$ cat config.mk
export PLATFORM = sky130hd
export DESIGN_NAME = random_dfs_maze_walker_unit
export DESIGN_NICKNAME = d
export VERILOG_FILES = /design/src/hdl/rdmw_pkg.sv /design/src/hdl/rdmw_ctrl.sv /design/src/hdl/rdmw_datapath.sv /design/src/hdl/random_dfs_maze_walker_unit.sv
export SDC_FILE = /design/constraint.sdc
export NUM_CORES = 1
export LEC_CHECK = 0
export BUFFER_PORTS_ARGS = -buffer_cell sky130_fd_sc_hd__buf_2
export CORE_MARGIN = 1
export CORE_UTILIZATION = 56
export DETAILED_ROUTE_END_ITERATION = 10
export GPL_TIMING_DRIVEN = 1
export PLACE_DENSITY = 0.77
export SLEW_MARGIN = 20
export SYNTH_ARGS = -nofsm -noshare
export SYNTH_HDL_FRONTEND = slang
export SYNTH_SLANG_ARGS = --single-unit
$ cat constraint.sdc
create_clock -name clk -period 6.4 [get_ports clk]
set_input_delay 0.64 -clock clk [delete_from_list [all_inputs] [get_ports clk]]
set_output_delay 0.64 -clock clk [all_outputs]
set_load 0.01 [all_outputs]
$ cat src/hdl/rdmw_pkg.sv
`timescale 1ns / 1ps
// ----------------------------------------------------------------------------
// rdmw_pkg
// Shared types, codes and helpers of the random depth-first maze walker.
// ----------------------------------------------------------------------------
package rdmw_pkg;

  localparam int GRID_WIDTH  = 8;
  localparam int GRID_HEIGHT = 8;

  localparam logic CMD_START = 1'b0;
  localparam logic CMD_STEP  = 1'b1;

  localparam logic [1:0] ST_CARVED   = 2'd0;
  localparam logic [1:0] ST_FINISHED = 2'd1;
  localparam logic [1:0] ST_STARTED  = 2'd2;

  localparam logic [1:0] DIR_UP    = 2'd0;
  localparam logic [1:0] DIR_LEFT  = 2'd1;
  localparam logic [1:0] DIR_DOWN  = 2'd2;
  localparam logic [1:0] DIR_RIGHT = 2'd3;

  localparam logic REG_START_X = 1'b0;
  localparam logic REG_START_Y = 1'b1;

  typedef struct packed {
    logic        cmd;
    logic [15:0] random_word;
  } in_word_t;

  typedef struct packed {
    logic [1:0] status;
    logic [2:0] from_x;
    logic [2:0] from_y;
    logic [1:0] move_dir;
  } out_word_t;

  typedef enum logic [2:0] {
    S_IDLE,
    S_CLEAR,
    S_SEED,
    S_TOP,
    S_CELL,
    S_NBR,
    S_FOLD,
    S_PICK
  } state_t;

  typedef struct packed {
    logic latch;
    logic clr_step;
    logic seed;
    logic top_rd;
    logic cell_load;
    logic nb_step;
    logic nb_fold;
    logic pick;
    logic finish;
  } ctrl_cmd_t;

  typedef struct packed {
    logic clr_done;
    logic empty;
    logic dir_last;
    logic no_open;
  } ctrl_sts_t;

  // 4 = 1 mod 3, so base-4 digit sums keep the residue
  function automatic logic [1:0] mod3_16(input logic [15:0] v);
    logic [4:0] s;
    logic [2:0] t;
    s = '0;
    for (int i = 0; i < 8; i++) begin
      s = s + 5'(v[2*i +: 2]);
    end
    t = 3'(s[1:0]) + 3'(s[3:2]) + 3'(s[4]);
    if (t >= 3'd6) begin
      t = t - 3'd6;
    end else if (t >= 3'd3) begin
      t = t - 3'd3;
    end
    return t[1:0];
  endfunction

endpackage

$ cat src/hdl/rdmw_ctrl.sv
`timescale 1ns / 1ps
// ----------------------------------------------------------------------------
// rdmw_ctrl
// Sequencer of the maze walker: clear sweep, seed, stack pop and neighbour scan.
// ----------------------------------------------------------------------------
module rdmw_ctrl (
  input  logic                clk,
  input  logic                rst_n,
  input  logic                start,
  input  logic                item_cmd,
  input  rdmw_pkg::ctrl_sts_t sts,
  output rdmw_pkg::ctrl_cmd_t cmd,
  output logic                busy
);

  rdmw_pkg::state_t state_r;
  rdmw_pkg::state_t state_nxt;

  always_ff @(posedge clk) begin
    if (!rst_n) begin
      state_r <= rdmw_pkg::S_IDLE;
    end else begin
      state_r <= state_nxt;
    end
  end

  always_comb begin
    state_nxt = state_r;
    cmd       = '0;
    busy      = (state_r != rdmw_pkg::S_IDLE);
    case (state_r)
      rdmw_pkg::S_IDLE: begin
        if (start) begin
          cmd.latch = 1'b1;
          state_nxt = (item_cmd == rdmw_pkg::CMD_START) ? rdmw_pkg::S_CLEAR : rdmw_pkg::S_TOP;
        end
      end
      rdmw_pkg::S_CLEAR: begin
        cmd.clr_step = 1'b1;
        if (sts.clr_done) begin
          state_nxt = rdmw_pkg::S_SEED;
        end
      end
      rdmw_pkg::S_SEED: begin
        cmd.seed  = 1'b1;
        state_nxt = rdmw_pkg::S_IDLE;
      end
      rdmw_pkg::S_TOP: begin
        if (sts.empty) begin
          cmd.finish = 1'b1;
          state_nxt  = rdmw_pkg::S_IDLE;
        end else begin
          cmd.top_rd = 1'b1;
          state_nxt  = rdmw_pkg::S_CELL;
        end
      end
      rdmw_pkg::S_CELL: begin
        cmd.cell_load = 1'b1;
        state_nxt     = rdmw_pkg::S_NBR;
      end
      rdmw_pkg::S_NBR: begin
        cmd.nb_step = 1'b1;
        if (sts.dir_last) begin
          state_nxt = rdmw_pkg::S_FOLD;
        end
      end
      rdmw_pkg::S_FOLD: begin
        cmd.nb_fold = 1'b1;
        state_nxt   = rdmw_pkg::S_PICK;
      end
      rdmw_pkg::S_PICK: begin
        cmd.pick  = 1'b1;
        state_nxt = sts.no_open ? rdmw_pkg::S_TOP : rdmw_pkg::S_IDLE;
      end
      default: begin
        state_nxt = rdmw_pkg::S_IDLE;
      end
    endcase
  end

endmodule

$ cat src/hdl/rdmw_datapath.sv
`timescale 1ns / 1ps
// ----------------------------------------------------------------------------
// rdmw_datapath
// Visited map, cell stack, neighbour scan and result register of the walker.
// ----------------------------------------------------------------------------
module rdmw_datapath #(
  parameter int GridWidth  = rdmw_pkg::GRID_WIDTH,
  parameter int GridHeight = rdmw_pkg::GRID_HEIGHT
) (
  input  logic                clk,
  input  logic                rst_n,
  input  rdmw_pkg::ctrl_cmd_t cmd,
  output rdmw_pkg::ctrl_sts_t sts,
  input  rdmw_pkg::in_word_t  in_word,
  input  logic [2:0]          cfg_start_x,
  input  logic [2:0]          cfg_start_y,
  output logic                out_valid,
  output rdmw_pkg::out_word_t out_word
);

  localparam int NCells = GridWidth * GridHeight;
  localparam int CellW  = $clog2(NCells);
  localparam int XW     = $clog2(GridWidth);
  localparam int YW     = $clog2(GridHeight);
  localparam int DepthW = $clog2(NCells + 1);

  logic              vis_mem [NCells];
  logic [YW+XW-1:0]  stk_mem [NCells];

  logic              vis_rd_r;
  logic [YW+XW-1:0]  stk_rd_r;
  logic [15:0]       rnd_r;
  logic [1:0]        rnd3_r;
  logic [CellW-1:0]  clr_r;
  logic [DepthW-1:0] depth_r;
  logic [XW-1:0]     cur_x_r;
  logic [YW-1:0]     cur_y_r;
  logic [1:0]        dir_r;
  logic [3:0]        mask_r;
  logic [1:0]        pend_dir_r;
  logic              pend_inb_r;
  logic              out_valid_r;
  rdmw_pkg::out_word_t out_word_r;

  logic              rd_inb;
  logic [XW-1:0]     rd_nx;
  logic [YW-1:0]     rd_ny;
  logic [CellW-1:0]  rd_addr;
  logic [2:0]        n_open;
  logic [1:0]        sel;
  logic [2:0]        cnt;
  logic [1:0]        pick_dir;
  logic              pk_inb;
  logic [XW-1:0]     pk_nx;
  logic [YW-1:0]     pk_ny;
  logic [CellW-1:0]  pk_idx;
  logic              open_any;
  logic              push_ok;
  logic [DepthW-1:0] depth_m1;
  logic [CellW-1:0]  top_idx;
  logic [CellW-1:0]  push_idx;
  logic [XW-1:0]     sx;
  logic [YW-1:0]     sy;
  logic [CellW-1:0]  seed_idx;
  logic              vis_we;
  logic [CellW-1:0]  vis_wa;
  logic              vis_wd;
  logic              stk_we;
  logic [CellW-1:0]  stk_wa;
  logic [YW+XW-1:0]  stk_wd;

  // returns {in_grid, y, x} of the neighbour in direction d
  function automatic logic [YW+XW:0] nb_of(input logic [1:0] d, input logic [XW-1:0] x,
                                           input logic [YW-1:0] y);
    logic [XW-1:0] nx;
    logic [YW-1:0] ny;
    logic          ok;
    nx = x;
    ny = y;
    ok = 1'b0;
    case (d)
      rdmw_pkg::DIR_UP: begin
        ok = (y != '0);
        ny = y - YW'(1);
      end
      rdmw_pkg::DIR_LEFT: begin
        ok = (x != '0);
        nx = x - XW'(1);
      end
      rdmw_pkg::DIR_DOWN: begin
        ok = (32'(y) != GridHeight - 1);
        ny = y + YW'(1);
      end
      rdmw_pkg::DIR_RIGHT: begin
        ok = (32'(x) != GridWidth - 1);
        nx = x + XW'(1);
      end
      default: begin
        ok = 1'b0;
      end
    endcase
    return {ok, ny, nx};
  endfunction

  function automatic logic [CellW-1:0] cell_idx(input logic [YW-1:0] y, input logic [XW-1:0] x);
    return CellW'(CellW'(y) * CellW'(GridWidth) + CellW'(x));
  endfunction

  always_comb begin
    {rd_inb, rd_ny, rd_nx} = nb_of(dir_r, cur_x_r, cur_y_r);
    rd_addr = rd_inb ? cell_idx(rd_ny, rd_nx) : '0;

    n_open = 3'(mask_r[0]) + 3'(mask_r[1]) + 3'(mask_r[2]) + 3'(mask_r[3]);
    case (n_open)
      3'd2:    sel = {1'b0, rnd_r[0]};
      3'd3:    sel = rnd3_r;
      3'd4:    sel = rnd_r[1:0];
      default: sel = 2'd0;
    endcase

    pick_dir = rdmw_pkg::DIR_UP;
    cnt      = '0;
    for (int k = 0; k < 4; k++) begin
      if (mask_r[k]) begin
        if (cnt == {1'b0, sel}) begin
          pick_dir = 2'(k);
        end
        cnt = cnt + 3'd1;
      end
    end
    {pk_inb, pk_ny, pk_nx} = nb_of(pick_dir, cur_x_r, cur_y_r);
    pk_idx   = cell_idx(pk_ny, pk_nx);
    open_any = (mask_r != '0);
    push_ok  = (32'(depth_r) < NCells);

    depth_m1 = depth_r - DepthW'(1);
    top_idx  = depth_m1[CellW-1:0];
    push_idx = depth_r[CellW-1:0];

    sx = (32'(cfg_start_x) >= GridWidth)  ? XW'(GridWidth - 1)  : XW'(cfg_start_x);
    sy = (32'(cfg_start_y) >= GridHeight) ? YW'(GridHeight - 1) : YW'(cfg_start_y);
    seed_idx = cell_idx(sy, sx);

    vis_we = cmd.clr_step | cmd.seed | (cmd.pick & open_any);
    vis_wa = cmd.clr_step ? clr_r : (cmd.seed ? seed_idx : pk_idx);
    vis_wd = !cmd.clr_step;

    stk_we = cmd.seed | (cmd.pick & open_any & push_ok);
    stk_wa = cmd.seed ? '0 : push_idx;
    stk_wd = cmd.seed ? {sy, sx} : {pk_ny, pk_nx};

    sts.clr_done = (clr_r == CellW'(NCells - 1));
    sts.empty    = (depth_r == '0);
    sts.dir_last = (dir_r == 2'd3);
    sts.no_open  = !open_any;
  end

  always_ff @(posedge clk) begin
    if (vis_we) begin
      vis_mem[vis_wa] <= vis_wd;
    end
    vis_rd_r <= vis_mem[rd_addr];
  end

  always_ff @(posedge clk) begin
    if (stk_we) begin
      stk_mem[stk_wa] <= stk_wd;
    end
    if (cmd.top_rd) begin
      stk_rd_r <= stk_mem[top_idx];
    end
  end

  always_ff @(posedge clk) begin
    if (!rst_n) begin
      depth_r     <= '0;
      out_valid_r <= 1'b0;
    end else begin
      out_valid_r <= cmd.seed | cmd.finish | (cmd.pick & open_any);
      if (cmd.seed) begin
        depth_r <= DepthW'(1);
      end else if (cmd.pick && open_any && push_ok) begin
        depth_r <= depth_r + DepthW'(1);
      end else if (cmd.pick && !open_any) begin
        depth_r <= depth_m1;
      end
    end
  end

  always_ff @(posedge clk) begin
    if (cmd.latch) begin
      rnd_r  <= in_word.random_word;
      rnd3_r <= rdmw_pkg::mod3_16(in_word.random_word);
      clr_r  <= '0;
    end else if (cmd.clr_step) begin
      clr_r <= clr_r + CellW'(1);
    end

    if (cmd.cell_load) begin
      cur_x_r <= stk_rd_r[XW-1:0];
      cur_y_r <= stk_rd_r[XW +: YW];
      dir_r   <= '0;
      mask_r  <= '0;
    end else begin
      if (cmd.nb_step) begin
        dir_r      <= dir_r + 2'd1;
        pend_dir_r <= dir_r;
        pend_inb_r <= rd_inb;
      end
      if ((cmd.nb_step && dir_r != 2'd0) || cmd.nb_fold) begin
        mask_r[pend_dir_r] <= pend_inb_r & ~vis_rd_r;
      end
    end

    if (cmd.seed) begin
      out_word_r <= '{status: rdmw_pkg::ST_STARTED, from_x: 3'(sx), from_y: 3'(sy),
                      move_dir: rdmw_pkg::DIR_UP};
    end else if (cmd.finish) begin
      out_word_r <= '{status: rdmw_pkg::ST_FINISHED, from_x: 3'd0, from_y: 3'd0,
                      move_dir: rdmw_pkg::DIR_UP};
    end else if (cmd.pick && open_any) begin
      out_word_r <= '{status: rdmw_pkg::ST_CARVED, from_x: 3'(cur_x_r), from_y: 3'(cur_y_r),
                      move_dir: pick_dir};
    end
  end

  assign out_valid = out_valid_r;
  assign out_word  = out_word_r;

endmodule

$ cat src/hdl/random_dfs_maze_walker_unit.sv
`timescale 1ns / 1ps
// ----------------------------------------------------------------------------
// random_dfs_maze_walker_unit
// Recursive backtracker maze walk over a grid, at most one carved edge per step word.
// ----------------------------------------------------------------------------
//  channel  | ports                                   | handshake
//  ---------+-----------------------------------------+----------------------------
//  input    | start, busy, in_word                    | taken when start & !busy
//  result   | out_valid, out_word                     | one-cycle strobe, no stall
//  config   | psel, penable, pwrite, paddr, pwdata,   | APB, pready tied high
//           | prdata, pready                          |
//
//  Step word: the neighbour scan (stack read, cell load, four visited-map reads,
//  fold, pick) runs for the top cell, and again for each cell popped while
//  backtracking. A step that finds the stack empty ends with a finished word.
//  Start word: one visited-map clear sweep over all GridWidth*GridHeight cells,
//  then the seed. The visited map has a single read port. The result word
//  appears in the same cycle that busy falls. Reset leaves the stack empty; the
//  visited map's contents are only used after a start has cleared it.
// ----------------------------------------------------------------------------
module random_dfs_maze_walker_unit #(
  parameter int GridWidth  = rdmw_pkg::GRID_WIDTH,
  parameter int GridHeight = rdmw_pkg::GRID_HEIGHT
) (
  input  logic                clk,
  input  logic                rst_n,
  input  logic                start,
  output logic                busy,
  input  rdmw_pkg::in_word_t  in_word,
  output logic                out_valid,
  output rdmw_pkg::out_word_t out_word,
  input  logic                psel,
  input  logic                penable,
  input  logic                pwrite,
  input  logic [2:0]          paddr,
  input  logic [31:0]         pwdata,
  output logic [31:0]         prdata,
  output logic                pready
);

  logic [2:0] start_x_r;
  logic [2:0] start_y_r;
  logic       cfg_wr;

  rdmw_pkg::ctrl_cmd_t cmd;
  rdmw_pkg::ctrl_sts_t sts;

  assign pready = 1'b1;
  assign cfg_wr = psel & penable & pwrite & pready;

  always_ff @(posedge clk) begin
    if (!rst_n) begin
      start_x_r <= '0;
      start_y_r <= '0;
    end else if (cfg_wr) begin
      case (paddr[2])
        rdmw_pkg::REG_START_X: start_x_r <= pwdata[2:0];
        rdmw_pkg::REG_START_Y: start_y_r <= pwdata[2:0];
        default: ;
      endcase
    end
  end

  always_comb begin
    case (paddr[2])
      rdmw_pkg::REG_START_X: prdata = {29'd0, start_x_r};
      rdmw_pkg::REG_START_Y: prdata = {29'd0, start_y_r};
      default:               prdata = '0;
    endcase
  end

  rdmw_ctrl u_ctrl (
    .clk      (clk),
    .rst_n    (rst_n),
    .start    (start),
    .item_cmd (in_word.cmd),
    .sts      (sts),
    .cmd      (cmd),
    .busy     (busy)
  );

  rdmw_datapath #(
    .GridWidth  (GridWidth),
    .GridHeight (GridHeight)
  ) u_datapath (
    .clk         (clk),
    .rst_n       (rst_n),
    .cmd         (cmd),
    .sts         (sts),
    .in_word     (in_word),
    .cfg_start_x (start_x_r),
    .cfg_start_y (start_y_r),
    .out_valid   (out_valid),
    .out_word    (out_word)
  );

endmodule

==> metrics.md <==
| Metric | Value |
|---|---|
| Post-DP HPWL | ~31000 um |
| Clock network power share | 0.379 |
| Start point of the critical path | in_word[0] |
| # rows | between 70 and 80 |
| Crit Path Category | in -> reg |
| Final Max Tran Viols | 0 |
| Antenna violations before repair | 0 |
| Max Buffers Root-to-Sink | 3 |
| Syn Area/Cell | around 17 um2 |
| RR Endpoint | u_datapath.vis_mem[18] |
| Crit path to | u_datapath.rnd3_r[1] |
| Predominant post-synthesis flop cell | edfxtp_1 |
| DRC errors left | 0 |
| Vias in the first global route | between 10000 and 15000 |
| Required @ worst endpoint | 6740 ps |
| DRT iter0 DRCs | approximately 1400 |
| Post-synthesis register bit count | just over 500 |
| Chip height | between 200 and 250 um |
| Seq/Total Area, Yosys | 0.661 |
| Gp weighted congestion | approximately 0.90 |
| Reg2reg start | u_datapath.mask_r[0] |
| CTS root buf | clkbuf_16 |
| Clock Latency Late Sink | roughly 620 ps |
| Design Area, Final | around 25000 um2 |
| Static Leak | between 0.008 and 0.009 uW |
| Share of the synthesized area in the top cell type | 0.631 |
| Core region area | slightly below 40000 um2 |
| Synth area leaders | edfxtp_1 (63%), mux4_2 (13%), dfxtp_1 (3.0%) |
| CTS HTree Levels | 2 |
| Layout cell share with drive strength beyond 1 | 0.240 |
| Internal Power | approximately 6300 uW |
| DR vias/cell | between 6 and 7 |
| Post-synth top area cell | edfxtp_1 |
| Maximum VDD drop | roughly 250 uV |
| CP dominant cell by count | fa_1 |
| Yosys warnings | 0 |
| Sw Ratio | 0.264 |
| Highest-delay cell along the critical path | fa_1 |
| Buffers on Ports | 41 |
| Final wirelength | between 50000 and 60000 um |
| Total global-route track usage | 0.257 |
| Die area | a little over 40000 um2 |
| Status | complete, no violations |
| DRT Pass-1 Iters | 7 |
| Layout Nets | 1500 |
| Synth unique cells | 92 |
| TritonCTS Buffers | 50 |
| PD cells | ~340 nW/um2 |
| CTS tree | built |
| Worst clock skew | around 33 ps |
| Final-report hold violation count | 0 |
| Area post-placement | 23200 um2 |
| GRT overflow | 0 |
| Critical Path Max Stage Delay | 550 ps |
| Comb pwr share | 0.179 |
| I/O pin cnt | 103 |
| CP Launch Type | input pin |
| First-pass GRT wire length | roughly 78000 um |
| Post-DRT Antenna Nets | 0 |
| Initial Utilization | 0.567 |
| Cells along the critical path | buf_2 -> ha_1 -> fa_1 -> fa_1 -> inv_1 -> fa_1 -> inv_1 -> fa_1 -> ha_1 -> fa_1 -> inv_1 -> fa_1 -> inv_1 -> fa_1 -> ha_1 -> o22a_1 -> o21ai_0 -> nor2_1 |
| Crit path time final | around 5200 ps |
| Clock sink count | approximately 510 |
| Horiz. Die Dim | between 200 and 250 um |
| Area Growth Syn to Fin | 11.1% |
| Syn Inst Count | ~1400 |
| Total power draw | between 8000 and 9000 uW |
| Postcts setup bufs | 0 |
| Netlist Area Pre-Place | between 20000 and 25000 um2 |
| Worst Path Arrival | 5520 ps |
| Total number of vias | ~13000 |
| Least-Margin Pin Slew | 1130 ps |
| Setup violators final | 0 |
| R2R depth | 12 |
| Fmax | between 150 and 200 MHz |
| Antenna cell count | 0 |
| RSZ-0062 raised after global routing | false |
| Worst Setup End Kind | flip-flop |
| Critical Path Fanout Max | 7 |
| Slack of the worst reg-to-reg path | 1350 ps |
| Largest net degree at the start of global routing | 74 |
| Setup TNS | 0 ps |
| Sequential power share | 0.441 |
| Hold_buf cts | 0 |
| Clock Pin Slew Worst Setup and Hold Paths | roughly 60 ps |
| Number of max-cap violations | 0 |
| NetSw | around 2300 uW |
| DR WL/cell | between 20 and 30 um |
| Post-synthesis async set-or-reset flop share | 0 |
| Hold WC Path Type | in -> reg |
| Post-CTS sizing | 0 |
| Final Cycle Share | 0.808 |
| Post-synth EDFFs | about 470 |
| Slew HR | 0.243 |
-- worst min path at each step --
| stage | to | cells past startpoint | slack [ps] | startpoint |
|---|---|---|---|---|
| floorplan | u_datapath.cur_x_r[0] | 0 | 400 | u_datapath.stk_rd_r[0] |
| global placement | u_datapath.cur_y_r[0] | 0 | 410 | u_datapath.stk_rd_r[3] |
| detailed placement | u_datapath.cur_x_r[2] | 0 | 410 | u_datapath.stk_rd_r[2] |
| CTS | u_datapath.rnd_r[0] | 1 | 230 | in_word[0] |
| global route | u_datapath.rnd_r[0] | 1 | 240 | in_word[0] |
| finish | u_datapath.rnd_r[0] | 1 | 250 | in_word[0] |
-- cell families after synthesis --
logic type	count (synthesis)	synth area share
DFF	507	0.661
and+or+nand+nor	358	0.0847
muxes	153	0.142
buffers and inverters	145	0.0319
AOI/OAI and AO/OA	143	0.0474
adders and majority gates	37	0.0252
xor gates and xnor gates	20	0.00778
other	2	0.000333
-- power groups by stage --
stage	Clock, uW	Combinational (uW)	Sequential, uW
5_1_grt	3420	1690	3810
4_1_cts	3290	1550	3810
6_report	3270	1550	3810
3_3_place_gp	0	1460	3870
2_1_floorplan	0	1140	3870
3_5_place_dp	0	1520	3880
-- per-stage QoR --
step,hold WS [ps],setup WS [ps],cells,util
after floorplan,400,269,1393,-
after global placement,410,663,1878,0.583
after detailed placement,413,602,1878,0.583
after CTS,233,1220,1971,0.630
after global routing,245,975,1971,0.630
final,251,1230,1971,0.630
-- worst max-delay path, delay by kind of cell --
family                     cells  cell delay [ps]
buffers and inverters          5              360
and+or+nand+nor                1               50
AOI/OAI and AO/OA              2              340
adders and majority gates     10             4130
-- area by class of cell --
class | instances | area [um2]
tap | 525 | 657
sequential | 507 | 14900
inverter | 47 | 176
clock buffer | 60 | 1330
clock inverter | 33 | 513
multi-input combinational | 741 | 7120
fill | 2689 | 14700
timing repair buffer | 58 | 345
-- synthesized netlist by cell type, types with 17 or more instances --
library cell	instances
nand3_1	30
nor3_2	34
clkbuf_1	44
o21ai_0	21
nand2_1	52
buf_4	33
nor2_1	115
nor3_1	50
mux4_2	132
ha_1	23
nor2b_1	17
edfxtp_1	473
a21oi_1	32
dfxtp_1	34
inv_1	45
-- layer usage --
metal  share of wire  GRT usage  routed length, um
met5               0          0                  0
met1            0.38      0.345              19500
met3           0.096     0.0555               4960
met2            0.50      0.425              25700
met4           0.028     0.0773               1440
-- cell usage in the layout, fill, tap and decap left out, types with 14 or more instances in the layout --
master | synthesis | final
nor3_1 | 50 | 50
buf_4 | 33 | 16
clkbuf_16 | 0 | 51
buf_2 | 8 | 41
nor2_1 | 115 | 114
o21ai_0 | 21 | 20
nor3_2 | 34 | 34
dfxtp_1 | 34 | 33
edfxtp_1 | 473 | 473
ha_1 | 23 | 22
conb_1 | 2 | 30
mux4_2 | 132 | 132
nand3_1 | 30 | 30
a31oi_1 | 14 | 14
mux2i_1 | 14 | 14
nand2_1 | 52 | 52
inv_1 | 45 | 44
fa_1 | 14 | 14
nor2b_1 | 17 | 17
a21oi_1 | 32 | 29
-- flip-flops by register name, indices dropped and copies added (netlist names), 3 cells and up --
register,count
u_datapath.clr_r,6
u_datapath.stk_rd_r,6
u_datapath.vis_mem,64
u_datapath.out_word,10
u_datapath.cur_y_r,3
start_y_r,3
u_ctrl.state_r,3
u_datapath.mask_r,4
u_datapath.cur_x_r,3
u_datapath.stk_mem,384
start_x_r,3
u_datapath.depth_r,7
No activity file was read; power rests on OpenSTA's default activity.
